[config.mk]
export PLATFORM = sky130hd
export DESIGN_NAME = sat_ctrl
export DESIGN_NICKNAME = d
export VERILOG_FILES = /design/src/rtl/sat_pkg.sv /design/src/rtl/sat_ctrl.sv
export SDC_FILE = /design/constraint.sdc
export NUM_CORES = 1
export LEC_CHECK = 0
export BUFFER_PORTS_ARGS = -buffer_cell sky130_fd_sc_hd__buf_2
export CORE_AREA = 4 4 115 117
export CTS_BUF_LIST = sky130_fd_sc_hd__clkbuf_8
export CTS_CLUSTER_SIZE = 20
export DETAILED_ROUTE_END_ITERATION = 10
export DIE_AREA = 0 0 119 121
export PLACE_DENSITY = 0.74
export SLEW_MARGIN = 5
export SYNTH_ARGS = -nofsm -noshare
export SYNTH_HDL_FRONTEND = slang
export SYNTH_SLANG_ARGS = --single-unit
[constraint.sdc]
create_clock -name clk_i -period 7.13 [get_ports clk_i]
set_clock_uncertainty 0.1 [all_clocks]
set_input_delay 2.139 -clock clk_i [delete_from_list [all_inputs] [get_ports clk_i]]
set_output_delay 2.139 -clock clk_i [all_outputs]
set_load 0.05 [all_outputs]
[src/rtl/sat_pkg.sv]
// ----------------------------------------------------------------------------
// sat_pkg
// Shared types and constants for the sorted allocation tracker.
// ----------------------------------------------------------------------------
package sat_pkg;

  localparam int unsigned TableDepthDef = 32;
  localparam int unsigned AddrW = 48;
  localparam int unsigned SizeW = 32;
  localparam int unsigned TagW  = 16;
  localparam int unsigned LineW = 20;

  typedef enum logic [1:0] {
    CMD_INSERT = 2'd0,
    CMD_REMOVE = 2'd1,
    CMD_DUMP   = 2'd2,
    CMD_NONE   = 2'd3
  } cmd_e;

  typedef enum logic [2:0] {
    ST_INSERTED = 3'd0,
    ST_FULL     = 3'd1,
    ST_REMOVED  = 3'd2,
    ST_NOTFOUND = 3'd3,
    ST_ENTRY    = 3'd4,
    ST_EMPTY    = 3'd5
  } status_e;

  typedef enum logic [1:0] {
    S_IDLE,
    S_EXEC,
    S_DUMP
  } state_e;

  // controller -> datapath
  typedef struct packed {
    logic load;      // capture input transaction
    logic do_insert; // shift-up and write at lower bound
    logic do_remove; // shift-down from match
    logic dump_clr;  // reset dump pointer
    logic dump_adv;  // advance dump pointer
  } ctrl_t;

  // datapath -> controller
  typedef struct packed {
    logic full;
    logic empty;
    logic found;
    logic dump_last;
  } stat_t;

endpackage

[src/rtl/sat_ctrl.sv]
// ----------------------------------------------------------------------------
// sat_ctrl
// Controller: sequences one transaction and drives the output register.
// ----------------------------------------------------------------------------
module sat_ctrl (
  input  logic                      clk_i,
  input  logic                      rst_ni,
  input  logic                      valid_i,
  output logic                      stall_o,
  output logic                      valid_o,
  input  logic                      stall_i,
  output sat_pkg::ctrl_t            ctrl_o,
  input  sat_pkg::stat_t            stat_i,
  input  logic [1:0]                cmd_i,
  input  logic [sat_pkg::AddrW-1:0] rd_address_i,
  input  logic [sat_pkg::SizeW-1:0] rd_size_i,
  input  logic [sat_pkg::TagW-1:0]  rd_tag_i,
  input  logic [sat_pkg::LineW-1:0] rd_line_i,
  output logic [2:0]                status_o,
  output logic [sat_pkg::AddrW-1:0] out_address_o,
  output logic [sat_pkg::SizeW-1:0] out_size_o,
  output logic [sat_pkg::TagW-1:0]  out_site_tag_o,
  output logic [sat_pkg::LineW-1:0] out_line_o,
  output logic                      last_o
);

  sat_pkg::state_e state_q, state_d;
  logic ov_q, ov_d;
  logic out_free, emit;
  logic [2:0] st_d;
  logic       ent_d, last_d;

  assign out_free = !ov_q || !stall_i;

  always_ff @(posedge clk_i or negedge rst_ni) begin
    if (!rst_ni) begin
      state_q <= sat_pkg::S_IDLE;
      ov_q    <= 1'b0;
    end else begin
      state_q <= state_d;
      ov_q    <= ov_d;
    end
  end

  always_comb begin
    state_d = state_q;
    ctrl_o  = '0;
    emit    = 1'b0;
    st_d    = sat_pkg::ST_INSERTED;
    ent_d   = 1'b0;
    last_d  = 1'b1;
    stall_o = state_q != sat_pkg::S_IDLE;
    case (state_q)
      sat_pkg::S_IDLE: begin
        if (valid_i) begin
          ctrl_o.load     = 1'b1;
          ctrl_o.dump_clr = 1'b1;
          state_d         = sat_pkg::S_EXEC;
        end
      end
      sat_pkg::S_EXEC: begin
        case (cmd_i)
          sat_pkg::CMD_INSERT: begin
            if (out_free) begin
              emit = 1'b1;
              st_d = stat_i.full ? sat_pkg::ST_FULL : sat_pkg::ST_INSERTED;
              ctrl_o.do_insert = !stat_i.full;
              state_d = sat_pkg::S_IDLE;
            end
          end
          sat_pkg::CMD_REMOVE: begin
            if (out_free) begin
              emit = 1'b1;
              st_d = stat_i.found ? sat_pkg::ST_REMOVED : sat_pkg::ST_NOTFOUND;
              ctrl_o.do_remove = stat_i.found;
              state_d = sat_pkg::S_IDLE;
            end
          end
          sat_pkg::CMD_DUMP: begin
            if (stat_i.empty) begin
              if (out_free) begin
                emit = 1'b1;
                st_d = sat_pkg::ST_EMPTY;
                state_d = sat_pkg::S_IDLE;
              end
            end else begin
              state_d = sat_pkg::S_DUMP;
            end
          end
          default: state_d = sat_pkg::S_IDLE;
        endcase
      end
      sat_pkg::S_DUMP: begin
        if (out_free) begin
          emit   = 1'b1;
          st_d   = sat_pkg::ST_ENTRY;
          ent_d  = 1'b1;
          last_d = stat_i.dump_last;
          ctrl_o.dump_adv = 1'b1;
          if (stat_i.dump_last) begin
            state_d = sat_pkg::S_IDLE;
          end
        end
      end
      default: state_d = sat_pkg::S_IDLE;
    endcase
    ov_d = emit ? 1'b1 : (ov_q && stall_i);
  end

  always_ff @(posedge clk_i) begin
    if (emit) begin
      status_o       <= st_d;
      last_o         <= last_d;
      out_address_o  <= ent_d ? rd_address_i : '0;
      out_size_o     <= ent_d ? rd_size_i : '0;
      out_site_tag_o <= ent_d ? rd_tag_i : '0;
      out_line_o     <= ent_d ? rd_line_i : '0;
    end
  end

  assign valid_o = ov_q;

  a_emit_free: assert property (@(posedge clk_i) disable iff (!rst_ni)
    emit |-> out_free) else $error("overwrite of pending result");
  a_busy_stall: assert property (@(posedge clk_i) disable iff (!rst_ni)
    (state_q != sat_pkg::S_IDLE) |-> stall_o) else $error("accept while busy");
  a_dump_cnt: assert property (@(posedge clk_i) disable iff (!rst_ni)
    (state_q == sat_pkg::S_DUMP) |-> !stat_i.empty) else $error("dump of empty table");

endmodule

# ---- After elaboration in Yosys (flattened, before gate mapping)
# Index checks and enable logic that the tools add are counted.
dict set report classes {
  n_eq_ne 7
  n_mux 29
  n_reduce_logical 11
}
# operator n
set ops {}
lappend ops {{$mux W2} 7}
lappend ops {{$mux W1} 13}
lappend ops {{$mux W3} 3}
lappend ops {{$pmux W3 S3} 1}
lappend ops {{$ne A2 B2 Y1 const B} 3}
lappend ops {{$pmux W2 S3} 1}
lappend ops {{$pmux W3 S2} 1}
lappend ops {{$eq A2 B1 Y1 const B} 2}
lappend ops {{$eq A2 B2 Y1 const B} 2}
lappend ops {{$logic_not A2 Y1} 2}
lappend ops {{$pmux W1 S2} 2}
lappend ops {{$pmux W2 S2} 1}
lappend ops {{$logic_not A1 Y1} 3}
lappend ops {{$reduce_and A3 Y1} 1}
lappend ops {{$reduce_and A2 Y1} 1}
lappend ops {{$reduce_bool A2 Y1} 1}
lappend ops {{$reduce_or A2 Y1} 1}
lappend ops {{$logic_and A1 B1 Y1} 1}
lappend ops {{$logic_or A1 B1 Y1} 1}
dict set report totals {
  ff_bits 123
  inputBits 126
  output_inout_bits 127
}

# ---- Longest topological paths before layout
dict set report depth {
  word_depth 7
  mapped_depth 6
}

# ---- Worst setup path before layout
# OpenSTA, ideal clock, no wires.
dict set report synth_path {
  path_kind {input port to flip-flop}
  from {in stall_i}
  to {reg last_o, enable pin}
  setup_ps 600
  arrival_time_ps 7666
  t_required_ps 6430
  setup_slack_ps -1236
  path_stages 5
  n_path_buf 2
  path_cell_list {nand2_1 -> buf_2 -> buf_2 -> nand2_1 -> nor2_1}
}
dict set report synth_between {
  elab_chain_len 6
}
# item line_no
set synth_rtl {}
lappend synth_rtl {{from (decl)} sat_ctrl.sv:11} ;# input logic stall_i,
lappend synth_rtl {{$logic_not A1 Y1 (*)} sat_ctrl.sv:33} ;# assign out_free = !ov_q || !stall_i;
lappend synth_rtl {{$logic_or A1 B1 Y1 (*)} sat_ctrl.sv:33}
lappend synth_rtl {{$mux W1 (*)} -}
lappend synth_rtl {{$mux W1} sat_ctrl.sv:80} ;# if (stat_i.empty) begin
lappend synth_rtl {{$pmux W1 S2} sat_ctrl.sv:62} ;# case (cmd_i)
lappend synth_rtl {{$pmux W1 S2 (*)} sat_ctrl.sv:53} ;# case (state_q)
lappend synth_rtl {{named net emit} sat_ctrl.sv:29} ;# logic out_free, emit;
lappend synth_rtl {{to (signal assigned)} sat_ctrl.sv:113} ;# last_o <= last_d;
lappend synth_rtl {{to (decl)} sat_ctrl.sv:24} ;# output logic last_o
# The timed path passes the listed nets; every way through them passes the cells marked *.
# A chain may end at the register's enable or synchronous reset.

==> reports/results.tsv <==
metric	value	unit
status	finished clean	
reg2reg_slack	4050	ps
post_cts_buffers	0	
num_antenna_cells	0	
synth-seq-cells	123	
slowest_delay	250	ps
clk_latency	420	ps
cp-end-kind	output port	
ant_nets	0	
die_h	121	um
vdd_drop_max	0.0002304	V
fin_util	52.98	%
holdWs	522.9	ps
clock_path_buffers	2	
cp_data_arrival_time	2910	ps
worst_pin_slew	1013	ps
synth_xor_xnor_area_share	0	%
area_delta_synth_final	37.22	%
holdCritPathClass	reg2reg	
async_flop_share	2.439	%
cp_max_fo	3	
root_buffer	clkbuf_8	
pin_count	253	
grt_pass1_wl	17990	um
synth_top_cell_by_area	edfxtp_1	
cp.required	4890	ps
viasPerCell	4.726	
drive_gt1_share	50.35	%
syn-cell-area	4773	um2
drt-pass1-iter-count	4	
worstPathCellList	buf_2, nand2_2, and3_1, and3_1, buf_2	
nets	684	
synth_compound_area_share	1.730	%
fin_crit	5145	ps
synth_top_family_by_area	simple AND/OR/NAND/NOR gates	
gp_congestion	0.7982	
num_vias	3497	
core_area	12360	um2
muxShareOfSynthArea	0	%
ys_seq_area_share	77.06	%
ctsHoldBuffers	0	
dp.final_hpwl	8348	um
synth-simple-area-share	17.38	%
synth_most_common_cell	edfxtp_1	
antenna_found_initial	3	
total_power	2525	uW
setup_viol	0	
overflow	0	
cts.sinks	123	
cap_violations	0	
synth_top_area_share	75.49	%
grt_max_degree	123	
drc_errors	0	
clkSlewWorstSetupHoldPaths	70	ps
numCtsBuffers	17	
slew_viol_final	0	
max_freq	194.4	MHz
dieWidth	119	um
initial_core_util	38.61	%
track_usage	16.25	%
fin_tns_setup	0	ps
p_per_area	385.5	nW/um2
hold_viol_final	0	
cts_tree	built	
synthCells	308	
period_share	72.16	%
crit_slowest_cell	buf_2	
rows	41	
synth.top_cells.by_count	edfxtp_1, and3_1, clkbuf_1	
h-tree-depth	4	
cts_resized	0	
synthFlopType	edfxtp_1	
rsz0062_at_grt	false	
synth_edf_count	120	
port-buffer-count	252	
syn-num-nets	437	
drtIter0Drc	276	
startpoint_type	input port	
wirelength	12000	um
wl_per_cell	16.21	um
avgSynthCellArea	15.50	um2
yosysUniqueCellTypes	24	
slew_headroom	32.46	%
grt_pass1_vias	3522	
die_area	14400	um2
p_leak	0.003242	uW
path_class	in2out	
synthAdderAreaFrac	0.7864	%
yosys-top-cells-area	edfxtp_1, and3_1, dfrtp_1	
yosys_warnings	0	
-- layer usage --
metal,routed length [um],GRT usage [%],up-vias
li1,-,-,1657
met1,4465,17.92,1644
met2,6038,26.70,160
met3,1177,7.739,30
met4,267,7.314,6
met5,46,0,-
-- registers in the layout, indices dropped and copies added, names as in the netlist --
register and count:
out_site_tag_o 16, status_o 3, last_o 1, state_q 2, valid_o 1, out_address_o 48, out_line_o 20, out_size_o 32
-- final timing paths --
kind / from / endpoint / cells after the start
hold reg to reg: state_q[0]$_DFFE_PN0P_ / state_q[0]$_DFFE_PN0P_ / 2
setup reg to reg: state_q[0]$_DFFE_PN0P_ / out_address_o[35]$_SDFFCE_PP0P_ / 6
setup / recovery: stall_i / ctrl_o[2] / 5
max in group asynchronous: rst_ni / state_q[1]$_DFFE_PN0P_ / 1
hold / removal: state_q[0]$_DFFE_PN0P_ / state_q[0]$_DFFE_PN0P_ / 2
min in group asynchronous: rst_ni / valid_o$_DFF_PN0_ / 1
-- cells in the final DEF, fill, tap and decap left out, drive strengths merged --
cell      instances
a21boi            2
a21oi             2
a221oi            1
a31oi             1
a41o              1
and2              3
and3            119
buf             256
bufinv            3
clkbuf           17
clkinv            3
clkinvlp          2
dfrtp             3
edfxtp          120
ha                3
inv              13
nand2             6
nand2b            1
nor2              6
nor2b             2
o21a              1
o21ai             2
o2bb2ai           1
-- kinds of logic after synthesis --
family / after synthesis
AND/OR/NAND/NOR: 137
flip-flops: 123
buffers and inverters: 34
AO/OA/AOI/OAI: 11
adder cells (fa/ha/maj): 3
-- critical path, delay by kind of cell --
family	cells	cell delay, ps
buffers and inverters	2	360
AND/OR/NAND/NOR	3	410
-- metrics by stage --
| stage | instance area (um2) | setup slack (ps) | std cells |
|---|---|---|---|
| after floorplan | 4776 | 774.7 | 308 |
| after global placement | 6170 | 1993 | 708 |
| after detailed placement | 6170 | 1987 | 708 |
| after CTS | 6550 | 1987 | 740 |
| after global routing | 6550 | 1926 | 740 |
| final | 6550 | 1985 | 740 |
-- layout make-up --
cell class / instances / area (um2)
repair buffers: 256 / 1291
inverters: 6 / 22.52
clock buffers: 17 / 234.0
well taps: 172 / 215.2
multi-input cells: 151 / 962.2
clock inverters: 15 / 146.4
flip-flops and latches: 123 / 3679
fillers: 1090 / 5813
-- power breakdown --
group | switching [uW] | internal [uW]
Combinational | 741 | 170
Clock | 252 | 334
Sequential | 37.4 | 991
Power figures use the tool's default switching activity.
